**config.mk**
```make
export PLATFORM = sky130hd
export DESIGN_NAME = utf8_validator
export DESIGN_NICKNAME = d
export VERILOG_FILES = /design/src/hdl/utf8v_pkg.sv /design/src/hdl/utf8_validator.sv /design/src/hdl/utf8v_decode.sv
export SDC_FILE = /design/constraint.sdc
export NUM_CORES = 1
export LEC_CHECK = 0
export BUFFER_PORTS_ARGS = -buffer_cell sky130_fd_sc_hd__buf_2
export CAP_MARGIN = 0
export CELL_PAD_IN_SITES_DETAIL_PLACEMENT = 0
export CELL_PAD_IN_SITES_GLOBAL_PLACEMENT = 1
export CORE_ASPECT_RATIO = 2
export CORE_MARGIN = 3
export CORE_UTILIZATION = 25
export CTS_BUF_LIST = sky130_fd_sc_hd__clkbuf_4 sky130_fd_sc_hd__clkbuf_8
export CTS_CLUSTER_SIZE = 12
export DETAILED_ROUTE_END_ITERATION = 10
export PLACE_DENSITY = 0.5
export SLEW_MARGIN = 10
export SYNTH_ARGS = -nofsm -noshare
export SYNTH_HDL_FRONTEND = slang
export SYNTH_SLANG_ARGS = --single-unit
export TNS_END_PERCENT = 30
```
**constraint.sdc**
```tcl
create_clock -name i_clk -period 5.4 [get_ports i_clk]
set_clock_uncertainty 0.05 [all_clocks]
set_input_delay 0.81 -clock i_clk [delete_from_list [all_inputs] [get_ports i_clk]]
set_output_delay 0.81 -clock i_clk [all_outputs]
set_load 0.01 [all_outputs]
```
**src/hdl/utf8v_pkg.sv**
```systemverilog
// shared types, byte codes and limits for the utf-8 validator
package utf8v_pkg;

    localparam int IN_TDATA_W  = 8;
    localparam int OUT_TDATA_W = 24;
    localparam int OUT_TUSER_W = 3;
    localparam int CP_W        = 21;

    localparam logic [7:0] BYTE_TAB     = 8'h09;
    localparam logic [7:0] BYTE_SPACE   = 8'h20;
    localparam logic [7:0] BYTE_DEL     = 8'h7f;
    localparam logic [7:0] LEAD2_LO     = 8'hc2;
    localparam logic [7:0] LEAD2_HI     = 8'hdf;
    localparam logic [7:0] LEAD3_LO     = 8'he0;
    localparam logic [7:0] LEAD3_HI     = 8'hef;
    localparam logic [7:0] LEAD4_LO     = 8'hf0;
    localparam logic [7:0] LEAD4_HI     = 8'hf4;
    localparam logic [1:0] CONT_TAG     = 2'b10;

    localparam logic [CP_W-1:0] CP_MIN2      = 21'h000080;
    localparam logic [CP_W-1:0] CP_MIN3      = 21'h000800;
    localparam logic [CP_W-1:0] CP_MIN4      = 21'h010000;
    localparam logic [CP_W-1:0] CP_MAX       = 21'h10ffff;
    localparam logic [CP_W-1:0] SURR_LO      = 21'h00d800;
    localparam logic [CP_W-1:0] SURR_HI      = 21'h00dfff;

    localparam logic [2:0] SEQ_LEN2 = 3'd2;
    localparam logic [2:0] SEQ_LEN3 = 3'd3;
    localparam logic [2:0] SEQ_LEN4 = 3'd4;

    typedef enum logic [1:0] {
        ERR_NONE    = 2'd0,
        ERR_CONTROL = 2'd1,
        ERR_INVALID = 2'd2
    } t_err;

    typedef struct packed {
        logic [1:0]      pending;
        logic [2:0]      seq_len;
        logic [CP_W-1:0] accum;
        t_err            err;
    } t_dec_state;

    typedef struct packed {
        logic [CP_W-1:0] code_point;
        logic            char_done;
        logic [1:0]      error_kind;
        logic            string_end;
    } t_dec_result;

endpackage

```
**src/hdl/utf8_validator.sv**
```systemverilog
// top level of the streaming utf-8 validator: input register, decode, result register
//
//  channel  | dir | tdata                 | tuser                           | tlast
//  s_axis   | in  | [7:0] byte_value      | -                               | last_byte
//  m_axis   | out | [20:0] code_point     | [0] char_done, [2:1] error_kind | string_end
//
//  one beat per cycle sustained while the output is not stalled; a byte passes through the
//  input register, then the result register
//  decode state advances when a beat moves from the input register to the result register
//  reset clears both valid flags and the sequence state; payload registers are not reset
//  a stalled output holds its beat; the input register still takes a beat while it is empty
module utf8_validator (
    input  logic                                 i_clk,
    input  logic                                 i_rst_n,
    input  logic                                 i_s_axis_tvalid,
    output logic                                 o_s_axis_tready,
    input  logic [utf8v_pkg::IN_TDATA_W-1:0]     i_s_axis_tdata,   // [7:0] byte_value
    input  logic                                 i_s_axis_tlast,   // last_byte
    output logic                                 o_m_axis_tvalid,
    input  logic                                 i_m_axis_tready,
    output logic [utf8v_pkg::OUT_TDATA_W-1:0]    o_m_axis_tdata,   // [20:0] code_point, zero pad
    output logic [utf8v_pkg::OUT_TUSER_W-1:0]    o_m_axis_tuser,   // [0] char_done, [2:1] error_kind
    output logic                                 o_m_axis_tlast    // string_end
);
    import utf8v_pkg::*;

    logic        r_in_valid;
    logic [7:0]  r_in_byte;
    logic        r_in_last;
    t_dec_state  r_state;
    t_dec_state  n_state;
    logic        r_out_valid;
    t_dec_result r_out;
    t_dec_result n_out;
    logic        w_adv;

    assign w_adv           = r_in_valid && (!r_out_valid || i_m_axis_tready);
    assign o_s_axis_tready = !r_in_valid || w_adv;

    utf8v_decode u_decode (
        .i_state  (r_state),
        .i_byte   (r_in_byte),
        .i_last   (r_in_last),
        .o_state  (n_state),
        .o_result (n_out)
    );

    always_ff @(posedge i_clk) begin
        if (!i_rst_n) begin
            r_in_valid  <= 1'b0;
            r_out_valid <= 1'b0;
            r_state     <= '0;
        end else begin
            if (o_s_axis_tready) begin
                r_in_valid <= i_s_axis_tvalid;
            end
            if (w_adv) begin
                r_out_valid <= 1'b1;
                r_state     <= n_state;
            end else if (i_m_axis_tready) begin
                r_out_valid <= 1'b0;
            end
        end
    end

    always_ff @(posedge i_clk) begin
        if (o_s_axis_tready && i_s_axis_tvalid) begin
            r_in_byte <= i_s_axis_tdata[7:0];
            r_in_last <= i_s_axis_tlast;
        end
        if (w_adv) begin
            r_out <= n_out;
        end
    end

    assign o_m_axis_tvalid = r_out_valid;
    assign o_m_axis_tdata  = {{(OUT_TDATA_W-CP_W){1'b0}}, r_out.code_point};
    assign o_m_axis_tuser  = {r_out.error_kind, r_out.char_done};
    assign o_m_axis_tlast  = r_out.string_end;

    // a sequence in progress means no error has been latched
    a_pending_no_err: assert property (@(posedge i_clk) disable iff (!i_rst_n)
        (r_state.pending != 2'd0) |-> (r_state.err == ERR_NONE))
        else $error("pending continuation bytes with a latched error");

    a_pending_below_len: assert property (@(posedge i_clk) disable iff (!i_rst_n)
        (r_state.pending != 2'd0) |-> ({1'b0, r_state.pending} < r_state.seq_len))
        else $error("pending count not below sequence length");

    a_clear_after_last: assert property (@(posedge i_clk) disable iff (!i_rst_n)
        (w_adv && r_in_last) |=> (r_state == '0))
        else $error("state not cleared after last byte");

    a_done_no_err: assert property (@(posedge i_clk) disable iff (!i_rst_n)
        (r_out_valid && r_out.char_done) |-> (r_out.error_kind == ERR_NONE))
        else $error("completed character with an error reported");

    a_cp_zero: assert property (@(posedge i_clk) disable iff (!i_rst_n)
        (r_out_valid && !r_out.char_done) |-> (r_out.code_point == '0))
        else $error("code point nonzero without a completed character");

endmodule

```
**src/hdl/utf8v_decode.sv**
```systemverilog
// per-byte decode: next sequence state and the result beat for one byte
module utf8v_decode (
    input  utf8v_pkg::t_dec_state  i_state,
    input  logic [7:0]             i_byte,
    input  logic                   i_last,
    output utf8v_pkg::t_dec_state  o_state,
    output utf8v_pkg::t_dec_result o_result
);
    import utf8v_pkg::*;

    logic [CP_W-1:0] w_acc_shift;
    logic [CP_W-1:0] w_min;
    logic            w_scalar_ok;
    t_dec_state      w_next;
    logic [CP_W-1:0] w_cp;
    logic            w_done;

    assign w_acc_shift = {i_state.accum[CP_W-7:0], i_byte[5:0]};

    always_comb begin
        unique case (i_state.seq_len)
            SEQ_LEN2: w_min = CP_MIN2;
            SEQ_LEN3: w_min = CP_MIN3;
            default:  w_min = CP_MIN4;
        endcase
        w_scalar_ok = (w_acc_shift >= w_min) && (w_acc_shift <= CP_MAX)
                   && !((w_acc_shift >= SURR_LO) && (w_acc_shift <= SURR_HI));
    end

    always_comb begin
        w_next = i_state;
        w_cp   = '0;
        w_done = 1'b0;
        if (i_state.err == ERR_NONE) begin
            if (i_state.pending == 2'd0) begin
                if (!i_byte[7]) begin
                    if ((i_byte < BYTE_SPACE && i_byte != BYTE_TAB) || i_byte == BYTE_DEL) begin
                        w_next.err = ERR_CONTROL;
                    end else begin
                        w_cp   = {{(CP_W-8){1'b0}}, i_byte};
                        w_done = 1'b1;
                    end
                end else if (i_byte >= LEAD2_LO && i_byte <= LEAD2_HI) begin
                    w_next.accum   = {{(CP_W-5){1'b0}}, i_byte[4:0]};
                    w_next.seq_len = SEQ_LEN2;
                    w_next.pending = 2'd1;
                end else if (i_byte >= LEAD3_LO && i_byte <= LEAD3_HI) begin
                    w_next.accum   = {{(CP_W-4){1'b0}}, i_byte[3:0]};
                    w_next.seq_len = SEQ_LEN3;
                    w_next.pending = 2'd2;
                end else if (i_byte >= LEAD4_LO && i_byte <= LEAD4_HI) begin
                    w_next.accum   = {{(CP_W-3){1'b0}}, i_byte[2:0]};
                    w_next.seq_len = SEQ_LEN4;
                    w_next.pending = 2'd3;
                end else begin
                    w_next.err = ERR_INVALID;
                end
            end else if (i_byte[7:6] != CONT_TAG) begin
                w_next.err = ERR_INVALID;
            end else begin
                w_next.accum   = w_acc_shift;
                w_next.pending = i_state.pending - 2'd1;
                // final continuation byte: range, overlong and surrogate check
                if (i_state.pending == 2'd1) begin
                    if (w_scalar_ok) begin
                        w_cp   = w_acc_shift;
                        w_done = 1'b1;
                    end else begin
                        w_next.err = ERR_INVALID;
                    end
                end
            end
            if (w_next.err != ERR_NONE) begin
                w_next.pending = '0;
                w_next.seq_len = '0;
                w_next.accum   = '0;
            end
        end
        // string ends in the middle of a sequence
        if (i_last && w_next.err == ERR_NONE && w_next.pending != 2'd0) begin
            w_next.err = ERR_INVALID;
        end
    end

    always_comb begin
        o_result.code_point = w_cp;
        o_result.char_done  = w_done;
        o_result.error_kind = w_next.err;
        o_result.string_end = i_last;
        o_state             = i_last ? '0 : w_next;
    end

endmodule

```
---- After elaboration in Yosys (flattened, before gate mapping) ----
Index checks and enable logic that the tools add are counted.
word-level totals
  bits in registers ....................... 58
  input bits .............................. 13
  output and inout port bits .............. 30
  logic and storage cells ................. 99
cells by class
  add/sub/neg operators ................... 1
  order comparisons ....................... 11
  equal/unequal tests ..................... 9
  multiplexer cells ....................... 37
  reductions and logical operators ........ 29
operators by type and width
  kind                                                                                    count
  26-bit two-way mux                                                                      5
  21-bit two-way mux                                                                      6
  28-bit two-way mux                                                                      2
  23-bit two-way mux                                                                      2
  17-bit case mux with 2 select lines                                                     1
  8-bit greater-or-equal comparator (second input constant)                               3
  8-bit <= comparator (second input constant)                                             3
  2-bit two-way mux                                                                       11
  21-bit by 16-bit greater-or-equal comparator with 1-bit output (second input constant)  1
  21-bit by 17-bit greater-or-equal comparator with 1-bit output                          1
  21-bit by 16-bit <= comparator with 1-bit output (second input constant)                1
  21-bit <= comparator (second input constant)                                            1
  1-bit logical AND                                                                       11
  5-bit AND reduction                                                                     2
  8-bit by 7-bit == test with 1-bit output (second input constant)                        1
  8-bit by 6-bit less-than comparator with 1-bit output (second input constant)           1
  1-bit two-way mux                                                                       8
  8-bit by 4-bit inequality test with 1-bit output (second input constant)                1
  2-bit nonzero test                                                                      4
  7-bit two-way mux                                                                       1
  3-bit by 2-bit == test with 1-bit output (second input constant)                        2
  2-bit logical NOT                                                                       3
  6-bit inequality test (second input constant)                                           1
  3-bit nonzero test                                                                      2
  9 further kinds                                                                         13

---- Depth between registers and ports, before layout ----
  word-level depth ........................ 18
  gate-level depth with buffers ........... 10
  mapped depth without buffers ............ 10

---- By module ----
Synthesis repeated with hierarchy kept, for this count alone.
second synthesis, totals
  cell total of the unflattened synthesis .. 341
  area total of the unflattened synthesis .. 3490.8 um2
modules (own cells, without submodules)
  module          instances  cells an instance  area each (um2)  seq. area each (um2)
  utf8_validator  1          168                2254.7           1621.6
  utf8v_decode    1          173                1236.2           0.0

---- Worst setup path after synthesis ----
No wires, ideal clock.
  path type ............................... input port to flip-flop
  start point ............................. in i_m_axis_tready
  end point ............................... reg r_state[23] (netlist bit)
  setup time .............................. 0.132 ns
  arrival ................................. 2.508 ns
  required time ........................... 5.218 ns
  slack ................................... 2.709 ns
  stages on the path ...................... 7
  buffers on the path ..................... 0
  cell sequence ........................... nor2b_1 -> nand2b_1 -> inv_1 -> o21ai_0 -> a31o_2 -> o311ai_4 -> o22ai_1
on the way
  word-level cells in the longest chain between the ends .. 3
RTL lines
  element                               line                  RTL
  start: declaration                    utf8_validator.sv:20  input logic i_m_axis_tready,
  1-bit logical OR                      utf8_validator.sv:37  assign w_adv = r_in_valid && (!r_out_valid || i_m_axis_tready);
  1-bit logical AND                     utf8_validator.sv:37
  net w_adv                             utf8_validator.sv:35  logic w_adv;
  5-bit AND reduction (no source line)  n/a
  end signal: assignment                utf8_validator.sv:59  r_state <= n_state;
  end: declaration                      utf8_validator.sv:30  t_dec_state r_state;
The timed path passes the listed nets, and every way through them passes these cells.
A chain may end at the register's enable or synchronous reset.

---- Final worst setup path ----
  start point ............................. reg r_state[26] (netlist bit)
  end point ............................... reg r_out, in the netlist o_m_axis_tdata[2] (data pin)
on the way
  word-level cells in the longest chain between the ends .. 4
  elaborated cells on any way between the ends .. 5
  classes of those cells .................. eq/ne (1); mux (3); reduce/logical (1)
RTL lines
  element                                   line                  RTL
  2-bit by 1-bit == test with 1-bit output  utf8v_decode.sv:64    if (i_state.pending == 2'd1) begin
  21-bit two-way mux                        utf8v_decode.sv:64
  21-bit two-way mux                        utf8v_decode.sv:58    end else if (i_byte[7:6] != CONT_TAG) begin
  21-bit two-way mux (*)                    utf8v_decode.sv:35    if (i_state.pending == 2'd0) begin
  end signal: assignment                    utf8_validator.sv:72  r_out <= n_out;
  end: declaration                          utf8_validator.sv:33  t_dec_result r_out;
Every way passes the cells marked *; elsewhere a longest branch is shown, timed or not.

==> flow_metrics.tcl <==
set metrics [dict create \
    start_util 0.261 \
    slowest_delay_ns 0.79 \
    use_met3 0.0272 \
    io_pins 43 \
    synth_ff_type "edfxtp_1" \
    syn_inst 226 \
    finalSetupViolCount 0 \
    post_cts_buffers 0 \
    post-route-period-util 0.590 \
    r2r_start "r_state[26]" \
    critical_path_class "flip-flop to flip-flop" \
    synth_warnings 0 \
    h-tree-depth 3 \
    slowest_stage "a211oi_2" \
    root_buffer "clkbuf_8" \
    cts.path.max_buffers 2 \
    synth_top_cell_area_share 0.381 \
    die-area_um2 12100 \
    path_delay_family "compound AO/OA/AOI/OAI gates" \
    fin_cells 409 \
    regArea_um2 1500 \
    rr_endpoint "o_m_axis_tdata[2]" \
    required_ns 5.56 \
    whs_endpoint "r_state[23]" \
    cts_made_buffers 9 \
    antenna_cells 0 \
    overflow 0 \
    post-place-ws_ns 2.08 \
    reg2reg_slack_ns 2.21 \
    cp-end-kind "flip-flop" \
    hold_viol_final 0 \
    multiInputGateArea_um2 1100 \
    ys_seq_area_frac 0.560 \
    routed-via-count 1906 \
    outcome "finished, final reports clean" \
    worstPathArrival_ns 3.35 \
    post-place-cells 393 \
    grt_pass1_vias 1970 \
    cts_tree "done" \
    die_h_um 152 \
    clk_pin_slew_ns 0.07 \
    path_buf_inv 1 \
    track_usage 0.118 \
    max_slew_margin 0.276 \
    synthTopCellsByArea "edfxtp_1, dfxtp_1, and2_1" \
    busiest_layer "met2" \
    dr.pass1.iters 4 \
    rows 52 \
    hp-class "flip-flop to flip-flop" \
    place_hpwl_um 5030 \
    p_leak_uw 0.00116 \
    place.gp.congestion 0.783 \
    antenna_found_initial 0 \
    maxSlewViolCount 0 \
    min_from "r_state[23]" \
    setup_tns_ns 0 \
    viasPerCell 4.66 \
    fmax_mhz 314 \
    drt_iter0_drc 96 \
    wl_per_cell_um 16.2 \
    worst_setup_path_start_kind "flip-flop" \
    fin_ws_ns 2.21 \
    yosysTopAreaCell "edfxtp_1" \
    cp_cell_sequence "inv_1, ha_1, nor3b_1, nand3_1, a211oi_2, a21o_1, and2_1" \
    clock-sinks 58 \
    die_w_um 79.2 \
    cts_resized 0 \
    avgSynthCellArea_um2 11.9 \
    nets 287 \
    syn_area_um2 2680 \
    core_area_um2 10300 \
    min_period_ns 3.19 \
    drive_above_1_share 0.230 \
    ys_types 55 \
    route.detailed.drc 0 \
    num-fill-cells 1112 \
    worst_slew_pin_slew_ns 1.08 \
    use_met2 0.225 \
    clkLatencyLatePin_ns 0.34 \
    power_density_nw_per_um2 284 \
    use_met1 0.107 \
    startpoint "r_state[26]" \
    syn_to_final_growth_pct 18.2 \
    synth_edf_count 34 \
    detail-route-antenna-nets 0 \
    holdPathStages 2 \
    async_flop_share 0 \
    crit_fanout 16 \
    drt_wl_total_um 6610 \
    cts_hold_buf 0 \
    rsz0062_at_grt "no" \
    drv_cap 0 \
    ys_ff_latch 58 \
    ir_drop_v 0.000108 \
    grt_max_degree 29 \
    grt_pass1_wl_um 10600 \
    worstRegToRegCells 7 \
    port-buffer-count 39 \
]
## registers in the layout, indices dropped and copies added, names as in the netlist
| signal | count |
|---|---|
| r_state | 22 |
| o_m_axis_tdata | 21 |
| r_in_byte | 8 |
| o_m_axis_tuser | 3 |
| o_m_axis_tlast | 1 |
| o_m_axis_tvalid | 1 |
| r_in_last | 1 |
| r_in_valid | 1 |
## kinds of logic after synthesis
group                      synth area share
other                               0.00140
AOI/OAI and AO/OA                     0.181
buffers and inverters                0.0322
and+or+nand+nor                       0.198
muxes                               0.00420
DFF                                   0.560
adders and majority gates            0.0234
## layout by cell type (no fill, tap or decap), drive strengths merged, types with 3 or more instances in the layout
cell	count
buf	39
edfxtp	34
dfxtp	24
and2	22
nand2	12
inv	11
a22o	10
clkbuf	9
nand3	8
nor2	7
o21ai	7
nand3b	6
nor3	5
o2bb2ai	5
ha	5
clkinv	5
nor2b	4
o22ai	4
o21a	4
nor4	4
or3	3
a21o	3
conb	3
o311ai	3
## per-layer routing
metal  vias to the layer above  share of wire
met2                        48           0.59
met1                       902           0.34
li1                        942              -
met5                         -              0
met3                        14          0.038
met4                         0          0.034
## worst reg2reg max path, stage by stage, from the launching register on
cell	delay [ns]
dfxtp_1	0.46
inv_1	0.08
ha_1	0.40
nor3b_1	0.69
nand3_1	0.19
a211oi_2	0.79
a21o_1	0.25
and2_1	0.15
## through the flow
| step | utilization | power [uW] | hold WS, ns | cell area [um2] |
|---|---|---|---|---|
| 2_1_floorplan | - | 549 | 0.392 | 2690 |
| 3_3_place_gp | 0.292 | 576 | 0.410 | 3010 |
| 3_5_place_dp | 0.292 | 576 | 0.425 | 3010 |
| 4_1_cts | 0.308 | 916 | 0.435 | 3170 |
| 5_1_grt | 0.308 | 937 | 0.461 | 3170 |
| 6_report | 0.308 | 898 | 0.432 | 3170 |
## synth_stat cells, drive strengths merged, types with 2 or more instances
library cell and instances:
dfxtp 24, a21oi 2, or3 3, and2 22, and3 2, o22ai 4
o311ai 3, o21bai 2, edfxtp 34, nor2b 4, nand2 12, o21a 4
and4b 2, o21ai 7, nand2b 2, or4b 2, o41ai 2, ha 5
a21boi 2, inv 11, a21o 3, nor2 7, o31ai 2, nor3 5
o2bb2ai 5, nor4 4, nand3b 6, buf 3, a22o 10, nand3 8
or4 2, clkbuf 6
## worst max-delay path by stage
stage / end / cells after the start
floorplan: r_state[23] / 7
global placement: o_m_axis_tdata[4] / 7
detailed placement: r_state[23] / 8
CTS: o_m_axis_tdata[2] / 7
global route: o_m_axis_tdata[5] / 7
finish: o_m_axis_tdata[2] / 7
## final cells by class
type	instances	share of cell area
Sequential cell	58	0.474
Multi-Input combinational cell	150	0.347
Timing Repair Buffer	39	0.0617
Tap cell	135	0.0534
Clock buffer	9	0.0391
Inverter	11	0.0130
Clock inverter	7	0.0115
## report_power, final
part / internal, uW / switching, uW
sequential: 484 / 10.9
clock: 159 / 174
combinational: 26.9 / 42.5
(Power assumes the default switching activity.)
